[src/hdl/lkv_pkg.sv]
// ============================================================================
// lkv_pkg
// Shared widths, codes and the controller-to-datapath command word for the
// LRU key/value cache.
// ============================================================================
package lkv_pkg;

    // Store geometry
    localparam int ENTRIES = 16;
    localparam int IDX_W   = (ENTRIES > 1) ? $clog2(ENTRIES) : 1;
    localparam int RANK_W  = IDX_W;
    localparam int CNT_W   = $clog2(ENTRIES + 1);
    localparam int SCAN_W  = $clog2(ENTRIES + 1);

    // Word fields
    localparam int KEY_W = 32;
    localparam int VAL_W = 64;

    // Configuration
    localparam int CAP_W      = 5;
    localparam int APB_ADDR_W = 3;
    localparam int APB_DATA_W = 32;
    localparam logic [CAP_W-1:0] CAP_RESET = CAP_W'(16);

    // Register index (paddr[2])
    localparam logic REG_CAPACITY = 1'b0;

    // Request action codes
    localparam logic ACT_GET = 1'b0;
    localparam logic ACT_PUT = 1'b1;

    // Commands from the controller to the datapath
    typedef struct packed {
        logic             capture;   // latch request, clear scan results
        logic             cmp_en;    // compare entry cmp_idx against request
        logic [IDX_W-1:0] cmp_idx;
        logic [IDX_W-1:0] rd_addr;   // key/value RAM read address
        logic             commit;    // apply the state update
        logic             load_out;  // load the result register
    } lkv_cmd_t;

endpackage

[src/hdl/lkv_ram.sv]
// ============================================================================
// lkv_ram
// Generic simple dual-port RAM: one write port, one read port with
// registered read data.
// ============================================================================
module lkv_ram #(
    parameter int WIDTH = 32,
    parameter int DEPTH = 16
) (
    input  logic                                     aclk,
    input  logic                                     we,
    input  logic [((DEPTH > 1) ? $clog2(DEPTH) : 1)-1:0] waddr,
    input  logic [WIDTH-1:0]                         wdata,
    input  logic [((DEPTH > 1) ? $clog2(DEPTH) : 1)-1:0] raddr,
    output logic [WIDTH-1:0]                         rdata
);

    logic [WIDTH-1:0] mem_reg [DEPTH];
    logic [WIDTH-1:0] rdata_reg;

    // Write port
    always_ff @(posedge aclk) begin
        if (we) begin
            mem_reg[waddr] <= wdata;
        end
    end

    // Registered read port
    always_ff @(posedge aclk) begin
        rdata_reg <= mem_reg[raddr];
    end

    assign rdata = rdata_reg;

endmodule

[src/hdl/lkv_ctrl.sv]
// ============================================================================
// lkv_ctrl
// Request sequencer: accepts a word, steps the key scan through every
// entry, commits the update and hands the result to the output register.
// ============================================================================
module lkv_ctrl import lkv_pkg::*; (
    input  logic     aclk,
    input  logic     aresetn,
    input  logic     s_valid,
    output logic     s_ready,
    output logic     m_valid,
    input  logic     m_ready,
    output lkv_cmd_t cmd
);

    localparam logic [1:0] S_IDLE   = 2'd0;
    localparam logic [1:0] S_SCAN   = 2'd1;
    localparam logic [1:0] S_UPDATE = 2'd2;
    localparam logic [1:0] S_RESULT = 2'd3;

    logic [1:0]        state_reg, state_next;
    logic [SCAN_W-1:0] cnt_reg, cnt_next;
    logic              m_valid_reg, m_valid_next;
    logic [SCAN_W-1:0] cnt_prev;

    assign cnt_prev = cnt_reg - SCAN_W'(1);

    // Next state and commands
    always_comb begin
        state_next    = state_reg;
        cnt_next      = cnt_reg;
        m_valid_next  = m_valid_reg;
        cmd           = '0;
        cmd.rd_addr   = cnt_reg[IDX_W-1:0];
        cmd.cmp_idx   = cnt_prev[IDX_W-1:0];

        if (m_valid_reg && m_ready) begin
            m_valid_next = 1'b0;
        end

        case (state_reg)
            S_IDLE: begin
                if (s_valid) begin
                    cmd.capture = 1'b1;
                    cnt_next    = '0;
                    state_next  = S_SCAN;
                end
            end
            S_SCAN: begin
                // read issued at cnt, compared in the next cycle
                cmd.cmp_en = (cnt_reg != '0);
                cnt_next   = cnt_reg + SCAN_W'(1);
                if (cnt_reg == SCAN_W'(ENTRIES)) begin
                    state_next = S_UPDATE;
                end
            end
            S_UPDATE: begin
                cmd.commit = 1'b1;
                state_next = S_RESULT;
            end
            S_RESULT: begin
                if (!m_valid_reg || m_ready) begin
                    cmd.load_out = 1'b1;
                    m_valid_next = 1'b1;
                    state_next   = S_IDLE;
                end
            end
            default: begin
                state_next = S_IDLE;
            end
        endcase
    end

    always_ff @(posedge aclk) begin
        if (!aresetn) begin
            state_reg   <= S_IDLE;
            cnt_reg     <= '0;
            m_valid_reg <= 1'b0;
        end else begin
            state_reg   <= state_next;
            cnt_reg     <= cnt_next;
            m_valid_reg <= m_valid_next;
        end
    end

    assign s_ready = (state_reg == S_IDLE);
    assign m_valid = m_valid_reg;

endmodule

[src/hdl/lkv_datapath.sv]
// ============================================================================
// lkv_datapath
// Key and value RAMs, valid bits, recency ranks, occupancy, the capacity
// register, scan result registers and the result word register.
// ============================================================================
module lkv_datapath import lkv_pkg::*; (
    input  logic             aclk,
    input  logic             aresetn,
    input  lkv_cmd_t         cmd,
    input  logic             s_action,
    input  logic [KEY_W-1:0] s_key,
    input  logic [VAL_W-1:0] s_value,
    input  logic             cfg_we,
    input  logic [CAP_W-1:0] cfg_wdata,
    output logic [CAP_W-1:0] capacity,
    output logic             m_hit,
    output logic [VAL_W-1:0] m_read_value
);

    // Request
    logic             act_reg;
    logic [KEY_W-1:0] key_reg;
    logic [VAL_W-1:0] val_reg;

    // Scan results
    logic             found_reg, found_next;
    logic [IDX_W-1:0] found_idx_reg, found_idx_next;
    logic [VAL_W-1:0] hit_val_reg, hit_val_next;
    logic             free_reg, free_next;
    logic [IDX_W-1:0] free_idx_reg, free_idx_next;
    logic             vic_reg, vic_next;
    logic [IDX_W-1:0] vic_idx_reg, vic_idx_next;
    logic [RANK_W-1:0] vic_rank_reg, vic_rank_next;

    // Entry state
    logic [ENTRIES-1:0] valid_reg, valid_next;
    logic [RANK_W-1:0]  rank_reg [ENTRIES];
    logic [RANK_W-1:0]  rank_next [ENTRIES];
    logic [CNT_W-1:0]   occ_reg, occ_next;
    logic [CAP_W-1:0]   cap_reg;

    // Result word
    logic             m_hit_reg;
    logic [VAL_W-1:0] m_read_value_reg;

    // RAM ports
    logic [KEY_W-1:0] key_rd;
    logic [VAL_W-1:0] val_rd;
    logic             key_we, val_we;
    logic [IDX_W-1:0] key_waddr, val_waddr;
    logic [VAL_W-1:0] val_wdata;

    // Commit decode
    logic [CNT_W-1:0]  eff_cap;
    logic              is_put;
    logic              do_evict;
    logic              do_insert;
    logic [IDX_W-1:0]  slot;
    logic [RANK_W-1:0] found_rank;
    logic              cmp_valid;
    logic [RANK_W-1:0] cmp_rank;

    lkv_ram #(.WIDTH(KEY_W), .DEPTH(ENTRIES)) u_key_ram (
        .aclk  (aclk),
        .we    (key_we),
        .waddr (key_waddr),
        .wdata (key_reg),
        .raddr (cmd.rd_addr),
        .rdata (key_rd)
    );

    lkv_ram #(.WIDTH(VAL_W), .DEPTH(ENTRIES)) u_val_ram (
        .aclk  (aclk),
        .we    (val_we),
        .waddr (val_waddr),
        .wdata (val_wdata),
        .raddr (cmd.rd_addr),
        .rdata (val_rd)
    );

    // Capacity register
    always_ff @(posedge aclk) begin
        if (!aresetn) begin
            cap_reg <= CAP_RESET;
        end else if (cfg_we) begin
            cap_reg <= cfg_wdata;
        end
    end

    assign capacity = cap_reg;

    // Zero behaves as one, anything above the store size saturates
    always_comb begin
        if (cap_reg == '0) begin
            eff_cap = CNT_W'(1);
        end else if (CNT_W'(cap_reg) > CNT_W'(ENTRIES)) begin
            eff_cap = CNT_W'(ENTRIES);
        end else begin
            eff_cap = CNT_W'(cap_reg);
        end
    end

    // Request capture
    always_ff @(posedge aclk) begin
        if (cmd.capture) begin
            act_reg <= s_action;
            key_reg <= s_key;
            val_reg <= s_value;
        end
    end

    // Scan step: first match, first free slot, oldest entry (last on a tie)
    assign cmp_valid = valid_reg[cmd.cmp_idx];
    assign cmp_rank  = rank_reg[cmd.cmp_idx];

    always_comb begin
        found_next     = found_reg;
        found_idx_next = found_idx_reg;
        hit_val_next   = hit_val_reg;
        free_next      = free_reg;
        free_idx_next  = free_idx_reg;
        vic_next       = vic_reg;
        vic_idx_next   = vic_idx_reg;
        vic_rank_next  = vic_rank_reg;
        if (cmd.capture) begin
            found_next = 1'b0;
            free_next  = 1'b0;
            vic_next   = 1'b0;
        end else if (cmd.cmp_en) begin
            if (cmp_valid && key_rd == key_reg && !found_reg) begin
                found_next     = 1'b1;
                found_idx_next = cmd.cmp_idx;
                hit_val_next   = val_rd;
            end
            if (!cmp_valid && !free_reg) begin
                free_next     = 1'b1;
                free_idx_next = cmd.cmp_idx;
            end
            if (cmp_valid && (!vic_reg || cmp_rank >= vic_rank_reg)) begin
                vic_next      = 1'b1;
                vic_idx_next  = cmd.cmp_idx;
                vic_rank_next = cmp_rank;
            end
        end
    end

    always_ff @(posedge aclk) begin
        found_reg     <= found_next;
        found_idx_reg <= found_idx_next;
        hit_val_reg   <= hit_val_next;
        free_reg      <= free_next;
        free_idx_reg  <= free_idx_next;
        vic_reg       <= vic_next;
        vic_idx_reg   <= vic_idx_next;
        vic_rank_reg  <= vic_rank_next;
    end

    // Commit decode
    assign is_put     = (act_reg == ACT_PUT);
    assign found_rank = rank_reg[found_idx_reg];
    assign do_evict   = is_put && !found_reg && (occ_reg >= eff_cap) && vic_reg;
    assign do_insert  = is_put && !found_reg && (do_evict || free_reg);

    // After an eviction the lowest free slot may be the victim's
    always_comb begin
        if (do_evict && !(free_reg && free_idx_reg < vic_idx_reg)) begin
            slot = vic_idx_reg;
        end else begin
            slot = free_idx_reg;
        end
    end

    // RAM writes
    assign key_we    = cmd.commit && do_insert;
    assign key_waddr = slot;
    assign val_we    = cmd.commit && (do_insert || (is_put && found_reg));
    assign val_waddr = found_reg ? found_idx_reg : slot;
    assign val_wdata = val_reg;

    // Valid bits, ranks and occupancy
    always_comb begin
        valid_next = valid_reg;
        occ_next   = occ_reg;
        for (int i = 0; i < ENTRIES; i++) begin
            rank_next[i] = rank_reg[i];
        end
        if (cmd.commit) begin
            if (found_reg) begin
                // promote: younger entries age by one
                for (int i = 0; i < ENTRIES; i++) begin
                    if (valid_reg[i] && rank_reg[i] < found_rank) begin
                        rank_next[i] = rank_reg[i] + RANK_W'(1);
                    end
                    if (IDX_W'(i) == found_idx_reg) begin
                        rank_next[i] = '0;
                    end
                end
            end else if (do_insert) begin
                for (int i = 0; i < ENTRIES; i++) begin
                    if (do_evict && IDX_W'(i) == vic_idx_reg) begin
                        valid_next[i] = 1'b0;
                        rank_next[i]  = '0;
                    end else if (valid_reg[i]) begin
                        rank_next[i] = rank_reg[i] + RANK_W'(1);
                    end
                    if (IDX_W'(i) == slot) begin
                        valid_next[i] = 1'b1;
                        rank_next[i]  = '0;
                    end
                end
                if (!do_evict) begin
                    occ_next = occ_reg + CNT_W'(1);
                end
            end
        end
    end

    always_ff @(posedge aclk) begin
        if (!aresetn) begin
            valid_reg <= '0;
            occ_reg   <= '0;
            for (int i = 0; i < ENTRIES; i++) begin
                rank_reg[i] <= '0;
            end
        end else begin
            valid_reg <= valid_next;
            occ_reg   <= occ_next;
            for (int i = 0; i < ENTRIES; i++) begin
                rank_reg[i] <= rank_next[i];
            end
        end
    end

    // Result word: value only on a get hit
    always_ff @(posedge aclk) begin
        if (cmd.load_out) begin
            m_hit_reg        <= found_reg;
            m_read_value_reg <= (found_reg && !is_put) ? hit_val_reg : '0;
        end
    end

    assign m_hit        = m_hit_reg;
    assign m_read_value = m_read_value_reg;

endmodule

[src/hdl/lru_key_value_cache.sv]
// A word accepted in idle passes through the scan, update and result states;
// the scan reads one key per cycle through the key RAM's single read port.
// One word is worked on at a time; a waiting result does not block acceptance.
// Reset (aresetn, synchronous, active low) clears valid bits, ranks, occupancy
// and handshakes, and sets capacity to 16; RAM contents are left as they are.
// ============================================================================
// lru_key_value_cache
// Fully associative key/value store with least-recently-used replacement,
// APB capacity register and valid/ready request and result channels.
// ============================================================================
module lru_key_value_cache import lkv_pkg::*; (
    input  logic                  aclk,
    input  logic                  aresetn,
    // APB configuration
    input  logic                  psel,
    input  logic                  penable,
    input  logic                  pwrite,
    input  logic [APB_ADDR_W-1:0] paddr,
    input  logic [APB_DATA_W-1:0] pwdata,
    output logic [APB_DATA_W-1:0] prdata,
    output logic                  pready,
    // Request channel
    input  logic                  s_valid,
    output logic                  s_ready,
    input  logic                  s_action,
    input  logic [KEY_W-1:0]      s_key,
    input  logic [VAL_W-1:0]      s_value,
    // Result channel
    output logic                  m_valid,
    input  logic                  m_ready,
    output logic                  m_hit,
    output logic [VAL_W-1:0]      m_read_value
);

    lkv_cmd_t         cmd;
    logic             cfg_we;
    logic [CAP_W-1:0] capacity;

    // APB decode
    assign pready = 1'b1;
    assign cfg_we = psel && penable && pwrite && (paddr[2] == REG_CAPACITY);

    always_comb begin
        prdata = '0;
        if (paddr[2] == REG_CAPACITY) begin
            prdata = {{(APB_DATA_W-CAP_W){1'b0}}, capacity};
        end
    end

    lkv_ctrl u_ctrl (
        .aclk    (aclk),
        .aresetn (aresetn),
        .s_valid (s_valid),
        .s_ready (s_ready),
        .m_valid (m_valid),
        .m_ready (m_ready),
        .cmd     (cmd)
    );

    lkv_datapath u_datapath (
        .aclk         (aclk),
        .aresetn      (aresetn),
        .cmd          (cmd),
        .s_action     (s_action),
        .s_key        (s_key),
        .s_value      (s_value),
        .cfg_we       (cfg_we),
        .cfg_wdata    (pwdata[CAP_W-1:0]),
        .capacity     (capacity),
        .m_hit        (m_hit),
        .m_read_value (m_read_value)
    );

    // Busy right after a word is taken
    a_busy_after_accept: assert property (@(posedge aclk) disable iff (!aresetn)
        (s_valid && s_ready) |=> !s_ready)
        else $error("request taken while a word is in flight");

    // No compare while idle
    a_scan_not_idle: assert property (@(posedge aclk) disable iff (!aresetn)
        cmd.cmp_en |-> !s_ready)
        else $error("scan step while idle");

    // Commit is a single cycle
    a_commit_once: assert property (@(posedge aclk) disable iff (!aresetn)
        cmd.commit |=> !cmd.commit)
        else $error("state update repeated");

    // Loading the result register presents a word
    a_load_shows: assert property (@(posedge aclk) disable iff (!aresetn)
        cmd.load_out |=> m_valid)
        else $error("result loaded but not presented");

endmodule

[config.mk]
export PLATFORM = sky130hd
export DESIGN_NAME = lru_key_value_cache
export DESIGN_NICKNAME = d
export VERILOG_FILES = /design/src/hdl/lkv_pkg.sv /design/src/hdl/lkv_ram.sv /design/src/hdl/lkv_ctrl.sv /design/src/hdl/lkv_datapath.sv /design/src/hdl/lru_key_value_cache.sv
export SDC_FILE = /design/constraint.sdc
export NUM_CORES = 2
export LEC_CHECK = 0
export BUFFER_PORTS_ARGS = -buffer_cell sky130_fd_sc_hd__buf_2
export CAP_MARGIN = 15
export CORE_ASPECT_RATIO = 1.1
export CORE_MARGIN = 2
export CORE_UTILIZATION = 62
export CTS_CLUSTER_SIZE = 20
export DETAILED_ROUTE_END_ITERATION = 6
export MAX_ROUTING_LAYER = met4
export PLACE_DENSITY = 0.79
export SYNTH_ARGS = -nofsm -noshare
export SYNTH_HDL_FRONTEND = slang
export SYNTH_SLANG_ARGS = --single-unit
[constraint.sdc]
create_clock -name aclk -period 7.5 [get_ports aclk]
set_clock_uncertainty 0.2 [all_clocks]
set_input_delay 0.375 -clock aclk [delete_from_list [all_inputs] [get_ports aclk]]
set_output_delay 0.375 -clock aclk [all_outputs]
set_load 0.01 [all_outputs]
# Yosys cells after proc, flatten, opt, wreduce, memory -nomap -nowiden

Memory sizes are Yosys's and may differ from the RTL's. A register that Yosys moved wholly into a read port is not among the register bits.
Index checks and enable logic that the tools add are counted.

Add/sub/neg operators: 19
Order comparisons: 21
Equal/unequal tests: 53
Mux-type cells: 160
Bitwise operators: 20
Reductions and logical operators: 109

Operators by type and width:

| cell                | number |
|---|---|
| $mux 4              | 99 |
| $mux 64             | 3 |
| $eq 4x4->1 const A  | 24 |
| $lt 4x4->1          | 17 |
| $reduce_and 4->1    | 17 |
| $add 4x1->4 const B | 16 |
| $logic_and 1x1->1   | 50 |
| $eq 3x4->1 const A  | 12 |
| $mux 1              | 48 |
| $reduce_bool 2->1   | 17 |
| $eq 32x32->1        | 1 |
| $eq 2x4->1 const A  | 6 |
| $mux 5              | 4 |
| $or 1x1->1          | 16 |
| $eq 1x4->1 const A  | 3 |
| $logic_not 4->1     | 3 |
| $reduce_and 3->1    | 4 |
| $add 5x1->5 const B | 2 |
| $pmux 5 s2          | 1 |
| $pmux 2 s4          | 1 |
| $reduce_and 2->1    | 4 |
| $logic_not 1->1     | 7 |
| $mux 2              | 3 |
| $eq 5x5->1 const B  | 1 |
| 15 further kinds    | 23 |

Register bits after elaboration: 279
Bits in writable memories: 1,600
Output and inout port bits: 100
Logic and storage cells: 419
Memories kept: 3

Memory list:

| memory                       | words | width | rd ports | clocked after Yosys merged registers in | wr ports | RTL line           | text |
|---|---|---|---|---|---|---|---|
| u_datapath.u_val_ram.mem_reg | 16    | 64    | 1        | 1                                       | 1        | lkv_ram.sv:18      | `logic [WIDTH-1:0] mem_reg [DEPTH];` |
| u_datapath.u_key_ram.mem_reg | 16    | 32    | 1        | 1                                       | 1        | lkv_ram.sv:18      |  |
| u_datapath.rank_reg          | 16    | 4     | 18       | 1                                       | 16       | lkv_datapath.sv:37 | `logic [RANK_W-1:0] rank_reg [ENTRIES];` |

# Longest topological paths before layout

Depth in word-level cells: 14
Mapped depth: 17

# Hierarchy

From an unflattened synthesis, not the netlist that was laid out.

Cell total of the unflattened synthesis: 3,948
Area total of the unflattened synthesis: 76,738.6 µm²

By module, submodules not included:

| module                         | instances | cells each | area an instance (µm²) | sequential area each (µm²) |
|---|---|---|---|---|
| lkv_ram (u_datapath.u_val_ram) | 1         | 1,647      | 39,581.7               | 32,030.7 |
| lkv_ram (u_datapath.u_key_ram) | 1         | 838        | 19,835.3               | 16,015.4 |
| lkv_datapath                   | 1         | 1,363      | 16,478.3               | 9,208.8 |
| lkv_ctrl                       | 1         | 64         | 571.8                  | 160.2 |
| lru_key_value_cache            | 1         | 36         | 271.5                  | 0.0 |

# Least setup slack after synthesis

OpenSTA, ideal clock, no wires.

Kind: register -> register
Start point: register u_datapath.cap_reg[4], in the netlist u_datapath.capacity[4]
End point: memory u_datapath.u_val_ram.mem_reg[8][0] (netlist name), enable pin
Library setup time: 0.486 ns
Arrival time: 5.135 ns
Data required time: 6.814 ns
Path slack: 1.679 ns
Stages on the path, launching flop included: 13
Buffers on the path: 2
Cell sequence: dfxtp_1 > inv_1 > nand2_1 > ha_1 > and3_1 > and3_1 > a21o_1 > buf_2 > buf_2 > nand3_1 > a31oi_1 > or3b_2 > nor2_1

Longest elaborated chain between the ends: 12
Elaborated cells on any way between the ends: 16
Classes of those cells: order compare (2); mux (6); reduce/logical (8)

Ends and longest elaborated chain:

| what                             | RTL line            | text |
|---|---|---|
| from (decl)                      | lkv_datapath.sv:40  | `logic [CAP_W-1:0] cap_reg;` |
| from (signal assigned)           | lkv_datapath.sv:86  | `cap_reg <= cfg_wdata;` |
| $gt 5x5->1                       | lkv_datapath.sv:96  | `end else if (CNT_W'(cap_reg) > CNT_W'(ENTRIES)) begin` |
| $mux 5                           | lkv_datapath.sv:96  |  |
| $mux 5 *                         | lkv_datapath.sv:94  | `if (cap_reg == '0) begin` |
| $ge 5x5->1 *                     | lkv_datapath.sv:161 | `assign do_evict = is_put && !found_reg && (occ_reg >= eff_cap) && vic_reg;` |
| $logic_and 1x1->1 * (2 in a row) | lkv_datapath.sv:161 |  |
| $logic_or 1x1->1                 | lkv_datapath.sv:162 | `assign do_insert = is_put && !found_reg && (do_evict \|\| free_reg);` |
| $logic_and 1x1->1                | lkv_datapath.sv:162 |  |
| $logic_or 1x1->1                 | lkv_datapath.sv:176 | `assign val_we = cmd.commit && (do_insert \|\| (is_put && found_reg));` |
| $logic_and 1x1->1                | lkv_datapath.sv:176 |  |
| $mux 1                           | lkv_ram.sv:23       | `if (we) begin` |
| $mux 1 (implied by the code)     | lkv_ram.sv:24       | `mem_reg[waddr] <= wdata;` |
| to (decl)                        | lkv_ram.sv:18       |  |

Mark *: on every way between the ends. The rest lies on a longest branch, timed or not.

==> run summary <==
STATUS
-------------------------------------------------------------------------------------------------
Status                                                                               complete, but fails checks
Violations in the final reports                                                      design-rule violations

CLOCKING
-------------------------------------------------------------------------------------------------
Skew-Pair Late Insertion Delay                                                             830 ps
TritonCTS Sinks                                                                              1979
Post-cts resize count                                                                           0
Clock tree buffer depth                                                                         3
Clock slew seen by the registers of the worst setup and hold paths                          70 ps
H-tree level count                                                                              4
Setup repair bufs after CTS                                                                     0
Clock tree from TritonCTS                                                                     yes
Clock tree root driver cell                                                             clkbuf_16
Clock buffer count from CTS                                                                   180

GRT
-------------------------------------------------------------------------------------------------
Global-route wire length before repair                                                  278000 µm
Largest net degree at the start of global routing                                              73
Overall track demand over capacity in global routing                                        31.4%
Remaining global-route overflow                                                                 0
Met2 routing resource usage after global routing                                            51.9%
Vias in the first global route                                                              40575
Met3 usage in global routing                                                                5.24%
Top Usage Layer GRT                                                                          met2
Initial antenna violation count                                                                 3
Met1 track utilization from global routing                                                  40.0%

POWER
-------------------------------------------------------------------------------------------------
Peak supply drop                                                                       0.000375 V
Leakage component of the power                                                            27.4 nW
PD cells                                                                               293 nW/µm²

LAYOUT
-------------------------------------------------------------------------------------------------
Synth-to-Final Area Change                                                                  13.3%
Fraction of final layout cells with drive strength greater than 1                           26.2%
Number of flip-flops under the largest register name                                         1024
Net count of the finished layout                                                             4352

SYNTHESIS
-------------------------------------------------------------------------------------------------
Synth top area cells                                                                 edfxtp_1 70%, mux4_2 15%, dfxtp_1 5.3%, ha_1 1.4%, a21oi_1 0.67%
Async set or reset register ratio after synthesis                                              0%
Post-synthesis instance area                                                            76600 µm²
Number of standard cells after synthesis                                                     3747
Synthesized-area fraction occupied by adder cells                                           1.37%
Post-synthesis compound-gate area fraction                                                  2.97%
Cell taking the most area after synthesis                                                edfxtp_1
Number of distinct library cell variants in the gate-level netlist after synthesis             58
Largest family of logic cells by synthesized area                                    multiplexers
Mapped Avg Cell Area                                                                     20.4 µm²
Synthesis Warnings                                                                              0
Most repeated cell in the gate-level netlist after synthesis                             edfxtp_1
Xor-xnor portion of the synthesized cell area                                              0.412%
Commonest cells in the synthesized netlist                                           1778 x edfxtp_1, 522 x mux4_2, 201 x dfxtp_1
Post-synth EDFFs                                                                             1778
Part of the Yosys area used for sequential elements                                         75.0%
Primary flip-flop cell chosen by synthesis mapping                                       edfxtp_1
Mux cell area share after synthesis                                                         15.6%
Post-synthesis register bit count                                                            1979
Area fraction in and, or, nand and nor cells after synthesis                                3.27%
Share of Yosys cell area claimed by the top area cell type                                  69.7%

TIMING
-------------------------------------------------------------------------------------------------
RSZ-0062 raised after global routing                                                           no
Final TNS setup                                                                              0 ps
Final min period                                                                          5610 ps
Relative slew slack                                                                         16.0%
Achievable Freq                                                                           178 MHz
Fin crit share                                                                              74.8%
Worst hold slack after final layout                                                       43.5 ps
Total setup violations reported at the end of the flow                                          0
Slew Viols, Final                                                                               0
Worst-Margin Slew                                                                         1250 ps
Hold Fails Final Rpt                                                                            0

SETUP PATH
-------------------------------------------------------------------------------------------------
Worst reg-to-reg setup slack                                                              1890 ps
Classification of the worst setup path                                               flop to flop
Biggest fanout along the worst timing path                                                     45
Data arrival, critical path                                                               6090 ps
Endpoint of the worst-slack reg-to-reg timing path                                   u_datapath.u_val_ram.rdata[24]$_DFF_P_
Required time worst endpoint                                                              7980 ps
Crit Reg-Reg Startpoint                                                              u_ctrl.cnt_reg[0]$_SDFFE_PN0P_
Critical Path Source Type                                                                    flop
FF-to-FF path depth                                                                             6
CP endpoint kind                                                                             flop

PLACE
-------------------------------------------------------------------------------------------------
Dpl hpwl                                                                                 91900 µm
Final weighted congestion of routability-driven global placement                            0.939
Port Buf Inserts                                                                              181

FLOORPLAN
-------------------------------------------------------------------------------------------------
Standard cell core area                                                                123000 µm²
Ports placed on the boundary                                                                  239
Height of the die                                                                          373 µm
Die W                                                                                      339 µm
Die Footprint                                                                          126000 µm²
Row cnt                                                                                       135
Effective utilization at floorplan                                                          62.4%

MIN PATH
-------------------------------------------------------------------------------------------------
Worst hold stages                                                                               4
Source of the worst hold timing path                                                      aresetn
Worst-case hold path end point                                                       u_datapath.rank_reg[7][2]$_SDFFE_PN0P_
Path category of the worst min-delay check                                           primary input to flop

DRT
-------------------------------------------------------------------------------------------------
Drt first-iter violations                                                                    5392
Vias per std cell                                                                            6.72
Detailed-route wire length per cell                                                       32.1 µm
Detailed-route via count                                                                    39894
# DRC                                                                                           1
First-pass DRT Iterations                                                                       7
Wirelength, routed                                                                      190000 µm
Routed Antenna Nets                                                                             0

JOB
-------------------------------------------------------------------------------------------------
Maximum capacitance violations                                                                  0

-- cell usage in the layout (no fill, tap or decap), drive strengths merged, types with 21 or more instances in the layout --
master,Yosys,routed
dlygate4sd3,0,110
nand2b,30,30
nor2,96,96
clkinv,0,60
a21oi,102,102
o21ai,73,73
clkbuf,99,255
and2,65,65
conb,2,28
buf,95,258
inv,67,75
or3,21,21
ha,84,84
a31oi,41,41
nand3,60,60
edfxtp,1778,1778
mux4,522,522
dfxtp,201,201
nand2,132,132
-- power by group --
| part | total, W | internal (W) | switching [W] |
|---|---|---|---|
| Combinational | 0.00247 | 0.00129 | 0.00118 |
| Clock | 0.00936 | 0.00522 | 0.00415 |
| Sequential | 0.0136 | 0.0129 | 0.000664 |
| Total | 0.0254 | 0.0194 | 0.00599 |
-- routing by layer --
metal | wire [µm] | part of all wire [%] | up-vias
met5 | 0 | 0 | -
met4 | 6630 | 3.5 | 0
met3 | 17700 | 9.3 | 403
met2 | 99700 | 52 | 2753
met1 | 66200 | 35 | 20558
li1 | - | - | 16180
-- how the worst max path moves through the flow --
stage                                                              end                           startpoint  slack [ps]  cells after the start
after global placement          u_datapath.u_val_ram.rdata[24]$_DFF_P_       u_ctrl.cnt_reg[0]$_SDFFE_PN0P_        1940                      6
after floorplan           u_datapath.u_val_ram.mem_reg[8][0]$_DFFE_PP_  u_datapath.capacity[4]$_SDFFE_PN1P_        1680                     12
after CTS                       u_datapath.u_val_ram.rdata[16]$_DFF_P_       u_ctrl.cnt_reg[0]$_SDFFE_PN0P_        1790                      6
final                           u_datapath.u_val_ram.rdata[24]$_DFF_P_       u_ctrl.cnt_reg[0]$_SDFFE_PN0P_        1890                      6
after detailed placement        u_datapath.u_val_ram.rdata[44]$_DFF_P_       u_ctrl.cnt_reg[0]$_SDFFE_PN0P_        1930                      6
after global routing            u_datapath.u_val_ram.rdata[24]$_DFF_P_       u_ctrl.cnt_reg[0]$_SDFFE_PN0P_        1390                      6
-- stage by stage --
step	instances	util, %	total power [W]	instance area, µm²	setup WS [ps]
CTS	5929	70.6	0.0255	86700	1790
floorplan	3773	-	0.0154	76700	1680
detailed placement	5478	64.9	0.0161	79700	1930
global placement	5476	64.8	0.0160	79600	1940
global route	5935	70.7	0.0261	86800	1390
finish	5936	70.7	0.0254	86800	1890
-- area by class of cell --
type,count,area [µm²]
Clock buffer,255,5010
Fill cell,7043,36000
Timing Repair Buffer,368,2700
Antenna cell,4,10.0
Tap cell,1644,2060
Inverter,67,267
Clock inverter,86,961
Sequential cell,1979,57400
Multi-Input combinational cell,1533,18400
-- logic make-up after synthesis --
group,count (synthesis)
other,2
XOR/XNOR,36
AO/OA/AOI/OAI,352
multiplexers,537
adder cells (fa/ha/maj),84
flip-flops,1979
AND/OR/NAND/NOR,496
buffers and inverters,261
-- timing repair --
item                                    CTS  global route
endpoints found under the setup margin    0             0
hold buffers                            110             0
hold endpoints to repair                109             0
-- critical path, cell delays in order, from the launching register on --
cell	delay, ps
dfxtp_4	520
buf_4	760
buf_4	820
buf_4	870
buf_4	870
mux4_2	650
mux4_2	510
Power figures use the tool's default switching activity.
